`src/hw/rtl/mppt_po_pkg.sv`:
```
package mppt_po_pkg;

   // field widths
   localparam int SAMPLE_W = 12;
   localparam int AVG_W    = 12;
   localparam int POWER_W  = 24;
   localparam int DUTY_W   = 9;
   localparam int STEP_W   = 9;
   localparam int CSR_IDX_W = 1;

   // packed stream widths, padded to whole bytes
   localparam int REQ_DATA_W = 24;
   localparam int RSP_DATA_W = 64;

   // register indexes
   localparam logic [CSR_IDX_W-1:0] REG_STEP_SIZE  = 1'b0;
   localparam logic [CSR_IDX_W-1:0] REG_START_DUTY = 1'b1;

   // duty limits, one bit wider than the duty so a raised candidate fits
   localparam logic [DUTY_W:0]   DUTY_WRAP_LIMIT = 10'd350;
   localparam logic [DUTY_W:0]   DUTY_HIGH_LIMIT = 10'd320;
   localparam logic [DUTY_W-1:0] DUTY_FALLBACK   = 9'd310;
   localparam logic [DUTY_W-1:0] DUTY_START_MAX  = 9'd320;

   // reset values
   localparam logic [STEP_W-1:0] STEP_RESET = 9'd1;
   localparam logic [DUTY_W-1:0] DUTY_RESET = 9'd0;

   // average saturation
   localparam logic [AVG_W-1:0] AVG_MAX = 12'hFFF;

endpackage

```
`src/hw/rtl/mppt_perturb_observe_tracker_top.sv`:
```
// Perturb-and-observe maximum power point tracker.
// req channel: one current/voltage sample pair per request. A group of PAIRS
// pairs is summed; on the last pair of a group the two averages are formed
// (sum >> AVG_SHIFT, saturated at 4095).
// rsp channel: one result per group with the new duty cycle, both averages,
// their product as power and the tracking direction.
// csr channel: index 0 step_size, index 1 start_duty; writing start_duty also
// presets the duty cycle (saturated at 320). Ready except in a cycle where a
// group result updates the tracker; write only while the tracker is idle.
// The result of a group moves from the average register, loaded when the
// last pair of its group is accepted, to the power register and then to the
// result register; the multiplier has a stage of its own.
// Throughput: one pair per cycle while the last pair of a group is not held
// off; each register of the three-deep chain carries one group result.
// Reset clears the pair count, sums, previous power and pipeline valids, sets
// direction up, step_size to 1 and the duty cycle to 0.
// When rsp_tready is low the result register holds; pairs that do not close a
// group are still accepted, and the last pair of a group is held off only
// while the average and power registers are both full behind a stalled result.
module mppt_perturb_observe_tracker_top
   import mppt_po_pkg::*;
#(
   parameter int PAIRS       = 8,
   parameter int AVG_SHIFT   = 4,
   parameter int SAMPLE_BITS = 12
) (
   input  logic                   clock,
   input  logic                   reset,

   input  logic                   req_tvalid,
   output logic                   req_tready,
   // [11:0] sample_current, [23:12] sample_voltage
   input  logic [REQ_DATA_W-1:0]  req_tdata,

   output logic                   rsp_tvalid,
   input  logic                   rsp_tready,
   // [8:0] duty, [20:9] volt_mean, [32:21] curr_mean,
   // [56:33] power_now, [57] increasing, [63:58] zero
   output logic [RSP_DATA_W-1:0]  rsp_tdata,

   input  logic                   csr_valid,
   output logic                   csr_ready,
   input  logic [CSR_IDX_W-1:0]   csr_index,
   input  logic [STEP_W-1:0]      csr_data
);

   localparam int USE_BITS = (SAMPLE_BITS < SAMPLE_W) ? SAMPLE_BITS : SAMPLE_W;
   localparam int SUM_W    = USE_BITS + $clog2(PAIRS);
   localparam int EXT_W    = (SUM_W > AVG_W) ? SUM_W : AVG_W;
   localparam int CNT_W    = (PAIRS > 1) ? $clog2(PAIRS) : 1;
   localparam logic [CNT_W-1:0] LAST_CNT = CNT_W'(PAIRS - 1);

   // configuration and tracking state
   logic [STEP_W-1:0]  step_ff;
   logic [DUTY_W-1:0]  duty_now_ff, duty_now_in;
   logic               dir_ff, dir_in;
   logic [POWER_W-1:0] prev_power_ff;

   // accumulator
   logic [CNT_W-1:0]   cnt_ff;
   logic [SUM_W-1:0]   cur_sum_ff, vol_sum_ff;
   logic [SUM_W-1:0]   cur_total, vol_total;
   logic [EXT_W-1:0]   cur_shr, vol_shr;
   logic [AVG_W-1:0]   cur_avg_in, vol_avg_in;

   // average stage
   logic               s1_valid_ff;
   logic [AVG_W-1:0]   s1_cur_ff, s1_vol_ff;

   // power stage
   logic               s2_valid_ff;
   logic [AVG_W-1:0]   s2_cur_ff, s2_vol_ff;
   logic [POWER_W-1:0] s2_power_ff;

   // result register
   logic               rsp_valid_ff;
   logic [DUTY_W-1:0]  rsp_duty_ff;
   logic [AVG_W-1:0]   rsp_cur_ff, rsp_vol_ff;
   logic [POWER_W-1:0] rsp_power_ff;
   logic               rsp_dir_ff;

   // handshake
   logic req_fire, last_pair, s3_free, s2_free, s1_free, s2_move, s1_move;
   logic [DUTY_W:0] up_sum;

   // stage flow control
   assign s3_free    = !rsp_valid_ff || rsp_tready;
   assign s2_move    = s2_valid_ff && s3_free;
   assign s2_free    = !s2_valid_ff || s3_free;
   assign s1_move    = s1_valid_ff && s2_free;
   assign s1_free    = !s1_valid_ff || s2_free;
   assign last_pair  = (cnt_ff == LAST_CNT);
   assign req_tready = s1_free || !last_pair;
   assign req_fire   = req_tvalid && req_tready;
   assign csr_ready  = !s2_move;

   // running sums and group averages
   always_comb begin
      cur_total  = cur_sum_ff + SUM_W'(req_tdata[USE_BITS-1:0]);
      vol_total  = vol_sum_ff + SUM_W'(req_tdata[SAMPLE_W+USE_BITS-1:SAMPLE_W]);
      cur_shr    = EXT_W'(cur_total) >> AVG_SHIFT;
      vol_shr    = EXT_W'(vol_total) >> AVG_SHIFT;
      cur_avg_in = (cur_shr > EXT_W'(AVG_MAX)) ? AVG_MAX : cur_shr[AVG_W-1:0];
      vol_avg_in = (vol_shr > EXT_W'(AVG_MAX)) ? AVG_MAX : vol_shr[AVG_W-1:0];
   end

   always_ff @(posedge clock) begin
      if (reset) begin
         cnt_ff     <= '0;
         cur_sum_ff <= '0;
         vol_sum_ff <= '0;
      end else if (req_fire) begin
         if (last_pair) begin
            cnt_ff     <= '0;
            cur_sum_ff <= '0;
            vol_sum_ff <= '0;
         end else begin
            cnt_ff     <= cnt_ff + CNT_W'(1);
            cur_sum_ff <= cur_total;
            vol_sum_ff <= vol_total;
         end
      end
   end

   // average register
   always_ff @(posedge clock) begin
      if (reset) begin
         s1_valid_ff <= 1'b0;
      end else if (s1_free) begin
         s1_valid_ff <= req_fire && last_pair;
      end
   end

   always_ff @(posedge clock) begin
      if (s1_free && req_fire && last_pair) begin
         s1_cur_ff <= cur_avg_in;
         s1_vol_ff <= vol_avg_in;
      end
   end

   // power register
   always_ff @(posedge clock) begin
      if (reset) begin
         s2_valid_ff <= 1'b0;
      end else if (s2_free) begin
         s2_valid_ff <= s1_valid_ff;
      end
   end

   always_ff @(posedge clock) begin
      if (s1_move) begin
         s2_cur_ff   <= s1_cur_ff;
         s2_vol_ff   <= s1_vol_ff;
         s2_power_ff <= POWER_W'(s1_vol_ff) * POWER_W'(s1_cur_ff);
      end
   end

   // perturb-and-observe step
   always_comb begin
      dir_in = (s2_power_ff < prev_power_ff) ? !dir_ff : dir_ff;
      up_sum = {1'b0, duty_now_ff} + {1'b0, step_ff};
      if (dir_in) begin
         if (up_sum > DUTY_WRAP_LIMIT) begin
            duty_now_in = '0;
         end else if (up_sum > DUTY_HIGH_LIMIT) begin
            duty_now_in = DUTY_FALLBACK;
         end else begin
            duty_now_in = up_sum[DUTY_W-1:0];
         end
      end else begin
         if (step_ff > duty_now_ff) begin
            duty_now_in = '0;
         end else begin
            duty_now_in = duty_now_ff - step_ff;
         end
      end
   end

   // tracking state and register writes
   always_ff @(posedge clock) begin
      if (reset) begin
         step_ff       <= STEP_RESET;
         duty_now_ff   <= DUTY_RESET;
         dir_ff        <= 1'b1;
         prev_power_ff <= '0;
      end else if (s2_move) begin
         duty_now_ff   <= duty_now_in;
         dir_ff        <= dir_in;
         prev_power_ff <= s2_power_ff;
      end else if (csr_valid) begin
         unique case (csr_index)
            REG_STEP_SIZE: begin
               step_ff <= csr_data;
            end
            REG_START_DUTY: begin
               duty_now_ff <= (csr_data > DUTY_START_MAX) ? DUTY_START_MAX : csr_data;
            end
            default: begin
               step_ff <= step_ff;
            end
         endcase
      end
   end

   // result register
   always_ff @(posedge clock) begin
      if (reset) begin
         rsp_valid_ff <= 1'b0;
      end else if (s3_free) begin
         rsp_valid_ff <= s2_valid_ff;
      end
   end

   always_ff @(posedge clock) begin
      if (s2_move) begin
         rsp_duty_ff  <= duty_now_in;
         rsp_cur_ff   <= s2_cur_ff;
         rsp_vol_ff   <= s2_vol_ff;
         rsp_power_ff <= s2_power_ff;
         rsp_dir_ff   <= dir_in;
      end
   end

   assign rsp_tvalid = rsp_valid_ff;
   assign rsp_tdata  = {6'd0, rsp_dir_ff, rsp_power_ff, rsp_cur_ff, rsp_vol_ff,
                        rsp_duty_ff};

`ifndef SYNTHESIS
   // a shown duty never leaves the legal range
   a_duty_range: assert property (@(posedge clock) disable iff (reset)
      rsp_valid_ff |-> ({1'b0, rsp_duty_ff} <= DUTY_HIGH_LIMIT))
      else $error("duty cycle above limit");

   // shown power is the product of the shown averages
   a_power_product: assert property (@(posedge clock) disable iff (reset)
      rsp_valid_ff |-> (rsp_power_ff == POWER_W'(rsp_vol_ff) * POWER_W'(rsp_cur_ff)))
      else $error("power does not match averages");

   // the last pair of a group always lands in the average register
   a_group_close: assert property (@(posedge clock) disable iff (reset)
      (req_fire && last_pair) |=> s1_valid_ff)
      else $error("closed group lost");

   // shown direction is the tracker's current direction
   a_dir_match: assert property (@(posedge clock) disable iff (reset)
      rsp_valid_ff |-> (rsp_dir_ff == dir_ff))
      else $error("direction mismatch");
`endif

endmodule
```
`config.mk`:
```
export PLATFORM = sky130hd
export DESIGN_NAME = mppt_perturb_observe_tracker_top
export DESIGN_NICKNAME = d
export VERILOG_FILES = /design/src/hw/rtl/mppt_po_pkg.sv /design/src/hw/rtl/mppt_perturb_observe_tracker_top.sv
export SDC_FILE = /design/constraint.sdc
export NUM_CORES = 1
export LEC_CHECK = 0
export BUFFER_PORTS_ARGS = -buffer_cell sky130_fd_sc_hd__buf_2
export CAP_MARGIN = 20
export CORE_MARGIN = 3
export CORE_UTILIZATION = 60
export DETAILED_ROUTE_END_ITERATION = 10
export HOLD_SLACK_MARGIN = 0.08
export PLACE_DENSITY = 0.8
export REMOVE_ABC_BUFFERS = 1
export SLEW_MARGIN = 10
export SYNTH_ARGS = -nofsm -noshare
export SYNTH_HDL_FRONTEND = slang
export SYNTH_SLANG_ARGS = --single-unit
export TNS_END_PERCENT = 30
```
`constraint.sdc`:
```
create_clock -name clock -period 6.83 [get_ports clock]
set_input_delay 0.683 -clock clock [delete_from_list [all_inputs] [get_ports clock]]
set_output_delay 0.683 -clock clock [all_outputs]
set_load 0.1 [all_outputs]
```
==> results of run 1 <==
[synthesized netlist by cell type, types with 7 or more instances]
cell type | number | area, um^2
inv_1 | 177 | 664
nand2_1 | 158 | 593
ha_1 | 137 | 1710
edfxtp_1 | 124 | 3720
fa_1 | 86 | 1720
dfxtp_1 | 79 | 1580
nor2_1 | 79 | 297
a21oi_1 | 76 | 380
and2_1 | 58 | 363
clkbuf_1 | 41 | 154
xnor2_1 | 26 | 228
o21ai_0 | 25 | 125
nand3_1 | 21 | 105
nor3_1 | 21 | 105
a21o_1 | 15 | 113
a22oi_1 | 15 | 113
xor2_1 | 15 | 131
a31oi_1 | 13 | 81.3
mux2i_1 | 12 | 120
buf_4 | 11 | 82.6
nor2b_1 | 11 | 68.8
nand3b_1 | 9 | 67.6
o21a_1 | 8 | 60.1
o21ai_1 | 7 | 35.0
[how the worst max path moves through the flow]
stage          cells past startpoint         endpoint  slack (ns)          from
2_1_floorplan                      6       step_ff[0]       -0.32    rsp_tvalid
3_3_place_gp                      19  s2_power_ff[22]        1.28  s1_vol_ff[5]
3_5_place_dp                      19  s2_power_ff[22]        1.16  s1_vol_ff[5]
4_1_cts                           19  s2_power_ff[22]        1.14  s1_vol_ff[5]
5_1_grt                           19  s2_power_ff[22]        0.76  s1_vol_ff[5]
6_report                          19  s2_power_ff[22]        1.11  s1_vol_ff[5]
[per-stage QoR]
stage	setup slack [ns]	hold slack, ns	cells
6_report	1.11	0.414	1724
5_1_grt	0.760	0.418	1724
4_1_cts	1.14	0.412	1724
3_5_place_dp	1.16	0.407	1683
3_3_place_gp	1.28	0.404	1683
2_1_floorplan	-0.321	0.400	1298
[sequential cells by signal, indices dropped and copies added (netlist names), 15 cells and up]
name and count:
cur_sum_ff 15, prev_power_ff 24, rsp_power_ff 24, s2_power_ff 24, vol_sum_ff 15
[cell type report]
class / count / share of cell area (%)
well taps: 280 / 2.30
inverters: 178 / 4.40
clock buffers: 24 / 3.81
clock inverters: 17 / 1.23
flip-flops and latches: 203 / 34.9
repair buffers: 105 / 3.59
multi-input cells: 917 / 49.8
[routing by layer]
layer  GRT usage, %  up-vias
li1               -     4711
met1           31.1     4550
met2           38.9      307
met3           3.58       40
met4           6.20        0
met5              0        -
[logic make-up after synthesis]
| kind of cell | count (synthesis) |
|---|---|
| mux | 13 |
| flops | 203 |
| buf+inv | 238 |
| simple gates | 402 |
| fa+ha+maj | 223 |
| compound gates | 229 |
| other cells | 1 |
| xor+xnor | 42 |
[report_power, final]
part           switching [mW]  internal, mW
combinational           0.195         0.129
clock                   0.485         0.765
sequential             0.0185          1.32
[worst max-delay path, cell delays in order (launching register included)]
cell and delay (ns):
edfxtp_1 0.64, nand2_1 0.15, fa_1 0.58, fa_1 0.46, fa_1 0.49, inv_1 0.05
fa_1 0.53, inv_1 0.05, fa_1 0.53, inv_1 0.04, ha_1 0.31, o21ai_0 0.12
a21bo_2 0.17, a41oi_1 0.06, nor2_1 0.18, a2bb2oi_1 0.29, a21oi_1 0.15, a2111oi_0 0.39
o21bai_1 0.12, xor2_1 0.15
==> metrics.md, run 1 <==
| Metric | Value |
|---|---|
| Status | `complete, no violations` |
| DR vias | `9608` |
| Reg area | `5310 um^2` |
| PortBufs | `97` |
| Initial Util | `62.0%` |
| Post-cts sizing count | `0` |
| Final hold vios | `0` |
| Antenna cells | `0` |
| Largest family of logic cells by synthesized area | `adder cells` |
| Detailed Route WL | `27.7 mm` |
| DP Wirelength | `20.4 mm` |
| Slew margin rel. | `28.4%` |
| CP Capture Type | `register` |
| Power density over the cells | `192 nW/um^2` |
| Die W | `158 um` |
| Post-CTS setup buffer count | `0` |
| DR top layer | `met4` |
| Kind of critical path | `reg -> reg` |
| Clock latency on the worst-skew pair | `0.51 ns` |
| Initial antenna violation count | `0` |
| Total grt overflow | `0` |
| Mux share of post-synthesis cell area | `0.953%` |
| DRC violations left | `0` |
| # rows | `54` |
| Most common cell after layout, fill and taps aside | `inv_1` |
| Cell area after synthesis | `13800 um^2` |
| Cell Area, Placed | `14400 um^2` |
| R2r worst-path depth | `19` |
| IO Count | `106` |
| Post-Synth XOR/XNOR Area | `2.80%` |
| Gate count of the mapped netlist | `1351` |
| Total track usage | `23.0%` |
| Hold buffers post-CTS | `0` |
| Clk_skew | `0.0172 ns` |
| Final Critical Period | `5.72 ns` |
| Critical path arrival | `5.97 ns` |
| Clk sinks | `203` |
| CTS clock-pin slew for the worst setup and hold paths | `0.07 ns` |
| Metal-1 WL | `12.3 mm` |
| HP Start | `s2_cur_ff[9]` |
| Max FO, Critical Path | `12` |
| DIE HEIGHT | `158 um` |
| Post-Synth Simple-Gate Area | `14.1%` |
| Actual slew at the worst max-slew pin | `1.07 ns` |
| # fillers | `1705` |
| Max Cap Viol | `0` |
| Syn. warnings | `0` |
| Post-synth EDFFs | `124` |
| Reg2reg setup slack | `1.11 ns` |
| Layout cells sized above 1 | `12.3%` |
| RSZ-0062 raised after global routing | `no` |
| Synth Area in Compound Gates | `11.7%` |
| Hold path cells | `0` |
| ANT nets after route | `0` |
| Worst Hold Path EP | `rsp_cur_ff[9]` |
| Avg WL per Cell | `16.0 um` |
| Vias per cell | `5.57` |
| Setup TNS | `0 ns` |
| Clk buf depth | `3` |
| Cts bufs inserted | `23` |
| Area of the die | `24800 um^2` |
| Core Util, Final | `68.4%` |
| Count of TritonRoute iterations in the first routing pass | `5` |
| Worst Setup Start Kind | `register` |
| Worst VDD drop | `0.163 mV` |
| TritonCTS clock tree | `yes` |
| Multi-input gate area | `7560 um^2` |
| Routability Congestion | `0.896` |
| Finished Cell Area | `15200 um^2` |
| #FFs+latches synth | `203` |
| Root Driver | `clkbuf_16` |
| Pins Over Slew Limit | `0` |
| Adder-Cell Fraction of Synth Area | `24.9%` |
| Final Power | `2.92 mW` |
| Ys async rst share | `0%` |
| Vias in the first global route | `9703` |
| Met3 Wirelength | `1.69 mm` |
| HP Class | `reg -> reg` |
| Post-synth top flop | `edfxtp_1` |
| Initial DRC count | `498` |
| WL met2 | `13.1 mm` |
| Reg-to-Reg End | `s2_power_ff[22]` |
| Most used cells in the layout excluding fill and tap cells | `inv_1 (177), nand2_1 (158), ha_1 (137)` |
| Final setup viols | `0` |
| Achievable frequency | `175 MHz` |
| Critical path data required time | `7.08 ns` |
| Distinct cells, synth | `90` |
| CTS H-Tree Depth | `1` |
| Avg Synthesized Cell Area | `10.2 um^2` |
| Post-synthesis sequential area ratio | `38.5%` |
| Largest net degree at the start of global routing | `80` |
| Pleak | `6.63 nW` |
| Nets | `1690` |
| Reg2reg start | `s1_vol_ff[5]` |
| First-pass GRT wire length | `46.7 mm` |
| CORE AREA | `22200 um^2` |
| Area delta synth->final | `10.2%` |
| Fin crit share | `83.8%` |
No activity file was read; power rests on OpenSTA's default activity.
==> inputs of run 2 (changes only) <==
==> constraint.sdc (replaced) <==
create_clock -name clock -period 5.7 [get_ports clock]
set_input_delay 0.57 -clock clock [delete_from_list [all_inputs] [get_ports clock]]
set_output_delay 0.57 -clock clock [all_outputs]
set_load 0.1 [all_outputs]
==> run 2 against run 1 <==
Effect of this change:
- core utilization increased by 1.1 points
- highest routed layer unchanged
- routed wire length up 0.52%
- power up 15%
- first-iteration DRC count rose by 7.0%
- final area is 1.6% higher
- sequential power rose by 20%
- clock power up 10%
- worst hold slack worse by 0.069 ns
- non-clock buffer count rose by 36
- die area stayed put
- flip-flop and latch count stayed put
- clock-buffer cell count up 6
==> metrics.md, run 2 (synthesis gave the netlist of run 1 again) <==
| Metric | Value |
|---|---|
| Critical path arrival | `5.75 ns (-0.22 ns)` |
| Max FO, Critical Path | `8 (-4)` |
| Most used cells in the layout excluding fill and tap cells | `inv_1 (177), nand2_1 (158), ha_1 (135)` |
| Critical path capture point | `s2_power_ff[23]` |
| Detailed Route WL | `27.8 mm (+0.52%)` |
| Pins Over Slew Limit | `0 (unchanged)` |
| Achievable frequency | `181 MHz (+3.8%)` |
| Setup TNS | `0 ns (unchanged)` |
| CORE AREA | `22200 um^2 (unchanged)` |
| PortBufs | `97 (unchanged)` |
| Nets | `1725 (+2.1%)` |
| CP Capture Type | `register` |
| Total track usage | `23.0% (+0.080 points)` |
| Area of the die | `24800 um^2 (unchanged)` |
| Antenna cells | `0 (unchanged)` |
| Initial DRC count | `533 (+7.0%)` |
| ANT nets after route | `0 (unchanged)` |
| Avg WL per Cell | `15.8 um (-1.5%)` |
| Count of TritonRoute iterations in the first routing pass | `5 (unchanged)` |
| Initial Util | `62.0% (unchanged)` |
| DR top layer | `met4` |
| Clk sinks | `203 (unchanged)` |
| RSZ-0062 raised after global routing | `yes` |
| DIE HEIGHT | `158 um (unchanged)` |
| R2r worst-path depth | `18 (-1)` |
| Cts bufs inserted | `22 (-4.3%)` |
| Cell repeated most along the worst path | `fa_1` |
| CP max-delay cell | `fa_1` |
| TritonCTS clock tree | `yes` |
| Layout cells sized above 1 | `14.7% (+2.4 points)` |
| Reg-to-Reg End | `s2_power_ff[23]` |
| Clk_skew | `0.0129 ns (-0.00433 ns)` |
| WL met2 | `13.2 mm (+0.74%)` |
| Vias per cell | `5.56 (-0.21%)` |
| Worst path depth | `18 (-1)` |
| IO Count | `106 (unchanged)` |
| DR vias | `9782 (+1.8%)` |
| Slew margin rel. | `31.3% (+2.8 points)` |
| Initial antenna violation count | `0 (unchanged)` |
| CTS H-Tree Depth | `1 (unchanged)` |
| Reg2reg start | `s1_cur_ff[5]` |
| First-pass GRT wire length | `46.9 mm (+0.33%)` |
| Final Critical Period | `5.51 ns (-0.207 ns)` |
| Metal-1 WL | `12.4 mm (+0.77%)` |
| Power density over the cells | `218 nW/um^2 (+14%)` |
| # rows | `54 (unchanged)` |
| HP Class | `in -> reg` |
| Clock latency on the worst-skew pair | `0.50 ns (about the same)` |
| Top delay family on crit path | `adder cells` |
| Kind of critical path | `reg -> reg` |
| Max Cap Viol | `0 (unchanged)` |
| Most common cell after layout, fill and taps aside | `inv_1` |
| Status | `complete, no violations` |
| Actual slew at the worst max-slew pin | `1.03 ns (-0.0424 ns)` |
| Die W | `158 um (unchanged)` |
| Final setup viols | `0 (unchanged)` |
| Worst VDD drop | `0.215 mV (+32%)` |
| Pleak | `6.78 nW (+2.2%)` |
| Vias in the first global route | `9749 (+0.47%)` |
| Clk buf depth | `3 (unchanged)` |
| CTS clock-pin slew for the worst setup and hold paths | `0.06 ns (about the same)` |
| Critical path data required time | `5.93 ns (-1.15 ns)` |
| Area delta synth->final | `12.0%` |
| Beginning of the critical path | `s1_cur_ff[5]` |
| Routability Congestion | `0.921 (+2.8%)` |
| Root Driver | `clkbuf_16` |
| Total grt overflow | `0 (unchanged)` |
| Largest net degree at the start of global routing | `47 (-41%)` |
| DP Wirelength | `20.4 mm (about the same)` |
| DRC violations left | `0 (unchanged)` |
| Top flop regs | `prev_power_ff: 24 flops, rsp_power_ff: 24 flops, s2_power_ff: 24 flops` |
| Fin crit share | `96.8% (+13 points)` |
| Slowest stage delay, CP | `0.55 ns (-0.09 ns)` |
| Met3 Wirelength | `1.53 mm (-9.4%)` |
| Critical path buffer and inverter count | `4 (+1)` |
| Worst Setup Start Kind | `register` |
| Hold Slack | `0.345 ns (-0.0693 ns)` |
| Crit-path cells | `buf_4 > nand2_1 > fa_1 > inv_1 > fa_1 > fa_1 > fa_1 > inv_1 > fa_1 > inv_1 > ha_2 > a41oi_1 > o21ai_0 > a41oi_1 > o22ai_1 > o41a_1 > a31oi_2 > o21ai_1` |
| Reg2reg setup slack | `0.19 ns (-0.92 ns)` |
| Final hold vios | `0 (unchanged)` |
## run 2: changes by cell type in the layout (fill, tap and decap cells not counted), sizes merged
cell,change
buf,+36
bufinv,-3
clkbuf,+6
clkinv,-3
clkinvlp,-1
## run 2: area by class of cell
cell class                      count  area [um^2]
Sequential cell                   203         5310
Fill cell                        1627         6780
Multi-Input combinational cell    917         7590
Tap cell                          280          350
Inverter                          178          669
Clock buffer                       30          632
Clock inverter                     10         78.8
Timing Repair Buffer              141          816
## run 2: tightest hold or removal path: stages
cell	delay [ns]
buf_2	0.11
mux2i_1	0.07
nand2_1	0.06
## run 2: worst min-delay path by stage
| stage | from | to | slack, ns | depth (start not counted) |
|---|---|---|---|---|
| floorplan | s2_cur_ff[0] | rsp_cur_ff[0] | 0.40 | 0 |
| global placement | s2_vol_ff[0] | rsp_vol_ff[0] | 0.41 | 0 |
| detailed placement | s2_cur_ff[1] | rsp_cur_ff[1] | 0.41 | 0 |
| CTS | csr_data[0] | step_ff[0] | 0.32 | 3 |
| global route | csr_data[1] | duty_now_ff[1] | 0.35 | 3 |
| finish | csr_data[0] | step_ff[0] | 0.34 | 3 |
## run 2: repair_timing
action	in CTS	in global routing
buffers inserted	19	7
gates resized for setup	0	9
hold buffers	0	0
setup endpoints to repair	1	3
## run 2: routing by layer
layer | GRT usage, % | up-vias
li1 | - | 4781
met1 | 31.6 | 4688
met2 | 38.8 | 261
met3 | 3.36 | 52
met4 | 6.28 | 0
met5 | 0 | -
## run 2: where the power goes
part	leakage [nW]	switching, mW	internal, mW	total (mW)
logic	4.67	0.231	0.155	0.385
registers	1.76	0.0213	1.59	1.61
clock network	0.351	0.554	0.821	1.38
total	6.78	0.806	2.56	3.37
## run 2: metrics by stage
| stage | instances | util [%] | cell area (um^2) | worst slack (ns) | total power [mW] |
|---|---|---|---|---|---|
| floorplan | 1298 | - | 13500 | -1.45 | 1.92 |
| global placement | 1693 | 65.3 | 14500 | 0.131 | 2.01 |
| detailed placement | 1693 | 65.3 | 14500 | -0.138 | 2.02 |
| CTS | 1752 | 69.1 | 15400 | 0.00954 | 3.40 |
| global route | 1759 | 69.5 | 15400 | -0.0229 | 3.52 |
| finish | 1759 | 69.5 | 15400 | 0.185 | 3.37 |
==> inputs of run 3 (changes only) <==
--- a/config.mk
+++ b/config.mk
@@ -12,6 +12,7 @@
 export DETAILED_ROUTE_END_ITERATION = 10
 export HOLD_SLACK_MARGIN = 0.08
 export PLACE_DENSITY = 0.8
+export RECOVER_POWER = 25
 export REMOVE_ABC_BUFFERS = 1
 export SLEW_MARGIN = 10
 export SYNTH_ARGS = -nofsm -noshare
==> run 3 against run 2 <==
Effect of this change:
- setup slack lost 0.022 ns
- core utilization shrank 0.051 points
- routed wire length grew 0.16%
- flip-flop and latch count is the same
- first-iteration DRC count shrank 0.38%
- sequential share of layout area is essentially flat
- critical path type unchanged
- critical endpoint unchanged
- largest cell class unchanged
- largest power group unchanged
==> metrics.md, run 3 (synthesis gave the netlist of run 1 again) <==
| Metric | Value |
|---|---|
| Status | `complete, no violations` |
| Area delta synth->final | `11.9% (about the same)` |
| Vias in the first global route | `9749 (unchanged)` |
| DR vias | `9788 (+0.061%)` |
| Multi-input gate area | `7590 um^2 (unchanged)` |
| ANT nets after route | `0 (unchanged)` |
| Sequential power share | `47.7% (about the same)` |
| Total grt overflow | `0 (unchanged)` |
| R2r worst-path depth | `18 (unchanged)` |
| First-pass GRT wire length | `46.9 mm (unchanged)` |
| IO Count | `106 (unchanged)` |
| Cell Area, Placed | `14500 um^2 (unchanged)` |
| CTS H-Tree Depth | `1 (unchanged)` |
| HP Start | `csr_data[1]` |
| Pre-CTS WS | `-0.138 ns (unchanged)` |
| Kind of critical path | `reg -> reg` |
| Count of TritonRoute iterations in the first routing pass | `5 (unchanged)` |
| Die W | `158 um (unchanged)` |
| Final hold vios | `0 (unchanged)` |
| Total track usage | `23.0% (unchanged)` |
| Antenna cells | `0 (unchanged)` |
| Clk sinks | `203 (unchanged)` |
| CP Capture Type | `register` |
| # rows | `54 (unchanged)` |
| Clk_skew | `0.0134 ns (+0.000529 ns)` |
| Clk network pwr share | `40.9% (about the same)` |
| Layout cells sized above 1 | `14.5% (-0.20 points)` |
| Clock latency on the worst-skew pair | `0.50 ns (about the same)` |
| Slew margin rel. | `31.6% (+0.32 points)` |
| TritonCTS clock tree | `yes` |
| Pleak | `6.77 nW (-0.16%)` |
| Finished Cell Area | `15400 um^2 (about the same)` |
| DRC violations left | `0 (unchanged)` |
| Initial DRC count | `531 (-0.38%)` |
| Actual slew at the worst max-slew pin | `1.02 ns (-0.00475 ns)` |
| Final Critical Period | `5.54 ns (+0.0221 ns)` |
| CORE AREA | `22200 um^2 (unchanged)` |
| Achievable frequency | `181 MHz (-0.40%)` |
| Initial antenna violation count | `0 (unchanged)` |
| Largest net degree at the start of global routing | `47 (unchanged)` |
| Reg2reg setup slack | `0.16 ns (-0.02 ns)` |
| Fin crit share | `97.1% (+0.39 points)` |
| Slowest stage delay, CP | `0.56 ns (about the same)` |
| Final setup viols | `0 (unchanged)` |
| Final worst slack | `0.163 ns (-0.0221 ns)` |
| Critical path data required time | `5.93 ns (about the same)` |
| Reg2reg start | `s1_cur_ff[5]` |
| Critical path arrival | `5.77 ns (+0.02 ns)` |
| Routability Congestion | `0.921 (unchanged)` |
| Crit-path cells | `buf_4 > nand2_1 > fa_1 > inv_1 > fa_1 > fa_1 > fa_1 > inv_1 > fa_1 > inv_1 > ha_2 > a41oi_1 > o21ai_0 > a41oi_1 > o22ai_1 > o41a_1 > a31oi_2 > o21ai_1` |
| Cts bufs inserted | `22 (unchanged)` |
| Metal-1 WL | `12.5 mm (+0.93%)` |
| Cell repeated most along the worst path | `fa_1` |
| DR top layer | `met4` |
| Most used cells in the layout excluding fill and tap cells | `inv_1 (177), nand2_1 (158), ha_1 (135)` |
| Worst VDD drop | `0.217 mV (+0.96%)` |
| Hold path cells | `3 (unchanged)` |
| # fillers | `1629 (+0.12%)` |
| Reg area | `5310 um^2 (unchanged)` |
| Most common cell after layout, fill and taps aside | `inv_1` |
| HP Class | `in -> reg` |
| Clk buf depth | `3 (unchanged)` |
| Worst Hold Path EP | `duty_now_ff[1]` |
| Pins Over Slew Limit | `0 (unchanged)` |
| RSZ-0062 raised after global routing | `yes` |
| Internal power | `2.56 mW (about the same)` |
| CTS clock-pin slew for the worst setup and hold paths | `0.06 ns (about the same)` |
| DP Wirelength | `20.4 mm (unchanged)` |
| Max Cap Viol | `0 (unchanged)` |
| Root Driver | `clkbuf_16` |
| Comb power frac | `11.4% (about the same)` |
| Reg-to-Reg End | `s2_power_ff[23]` |
| WL met2 | `13.3 mm (+0.55%)` |
| Switching Power | `807 uW (+0.14%)` |
| CP max-delay cell | `fa_1` |
| Dpl cells | `1693 (unchanged)` |
| Non-Filler Instances | `1759 (unchanged)` |
| Initial Util | `62.0% (unchanged)` |
| Top flop regs | `prev_power_ff: 24 flops, rsp_power_ff: 24 flops, s2_power_ff: 24 flops` |
| Worst Setup Start Kind | `register` |
| DIE HEIGHT | `158 um (unchanged)` |
| Met3 Wirelength | `1.40 mm (-9.0%)` |
| Power density over the cells | `218 nW/um^2 (+0.11%)` |
| Max FO, Critical Path | `8 (unchanged)` |
| Area of the die | `24800 um^2 (unchanged)` |
| Nets | `1725 (unchanged)` |
| Sw Ratio | `24.0% (+0.025 points)` |
| Detailed Route WL | `27.8 mm (+0.16%)` |
| Avg WL per Cell | `15.8 um (+0.16%)` |
| PortBufs | `97 (unchanged)` |
| Vias per cell | `5.56 (about the same)` |
==> run 3: cell types whose count changed in the layout (fill, tap and decap cells not counted) <==
cell	before	now
buf_4	44	41
clkbuf_1	4	7
==> run 3: timing repair <==
action / in CTS / in global routing
endpoints found under the setup margin: 1 / 3
pin swaps: 0 / 0
gates resized for setup: 0 / 9
hold buffers: 0 / 0
buffers inserted: 19 / 7
==> run 3: layer usage <==
metal	vias to the layer above	track usage, %
li1	4785	-
met1	4699	31.6
met2	248	38.8
met3	56	3.36
met4	0	6.28
met5	-	0
==> run 3: cell type report <==
type / instances / share of cell area, %
clock buffer: 30 / 4.09
clock inverter: 10 / 0.511
inverter: 178 / 4.34
multi-input combinational: 917 / 49.2
sequential: 203 / 34.4
tap: 280 / 2.27
timing repair buffer: 141 / 5.21
==> run 3: through the flow <==
stage | hold slack (ns) | util (%) | setup TNS (ns) | total power [mW]
after global routing | 0.349 | 69.4 | -0.0229 | 3.52
after CTS | 0.321 | 69.1 | 0 | 3.40
final | 0.344 | 69.4 | 0 | 3.37
after global placement | 0.406 | 65.3 | 0 | 2.01
after detailed placement | 0.406 | 65.3 | -0.138 | 2.02
after floorplan | 0.400 | - | -24.00 | 1.92
==> run 3: power by group through the flow <==
stage               registers, mW  logic (mW)  clock network [mW]
floorplan                    1.63       0.291                   0
global placement             1.64       0.369                   0
detailed placement           1.64       0.380                   0
CTS                          1.61       0.383                1.41
global route                 1.61       0.431                1.48
finish                       1.61       0.385                1.38
==> run 3: worst max-delay path, delay by kind of cell, from the launching register on <==
kind / cells / cell delay, ns
AOI/OAI and AO/OA: 7 / 1.43
adders and majority gates: 6 / 2.93
buffers and inverters: 4 / 0.33
DFF: 1 / 0.51
and+or+nand+nor: 1 / 0.07
==> run 3: how the worst max path moves through the flow <==
stage,start,to,slack [ns],cells after the start
global route,s1_cur_ff[5],s2_power_ff[22],-0.02,19
detailed placement,s1_vol_ff[5],s2_power_ff[22],-0.14,19
global placement,s1_vol_ff[5],s2_power_ff[22],0.13,19
floorplan,rsp_tvalid,step_ff[0],-1.45,6
CTS,s1_cur_ff[5],s2_power_ff[22],0.01,19
finish,s1_cur_ff[5],s2_power_ff[23],0.16,18
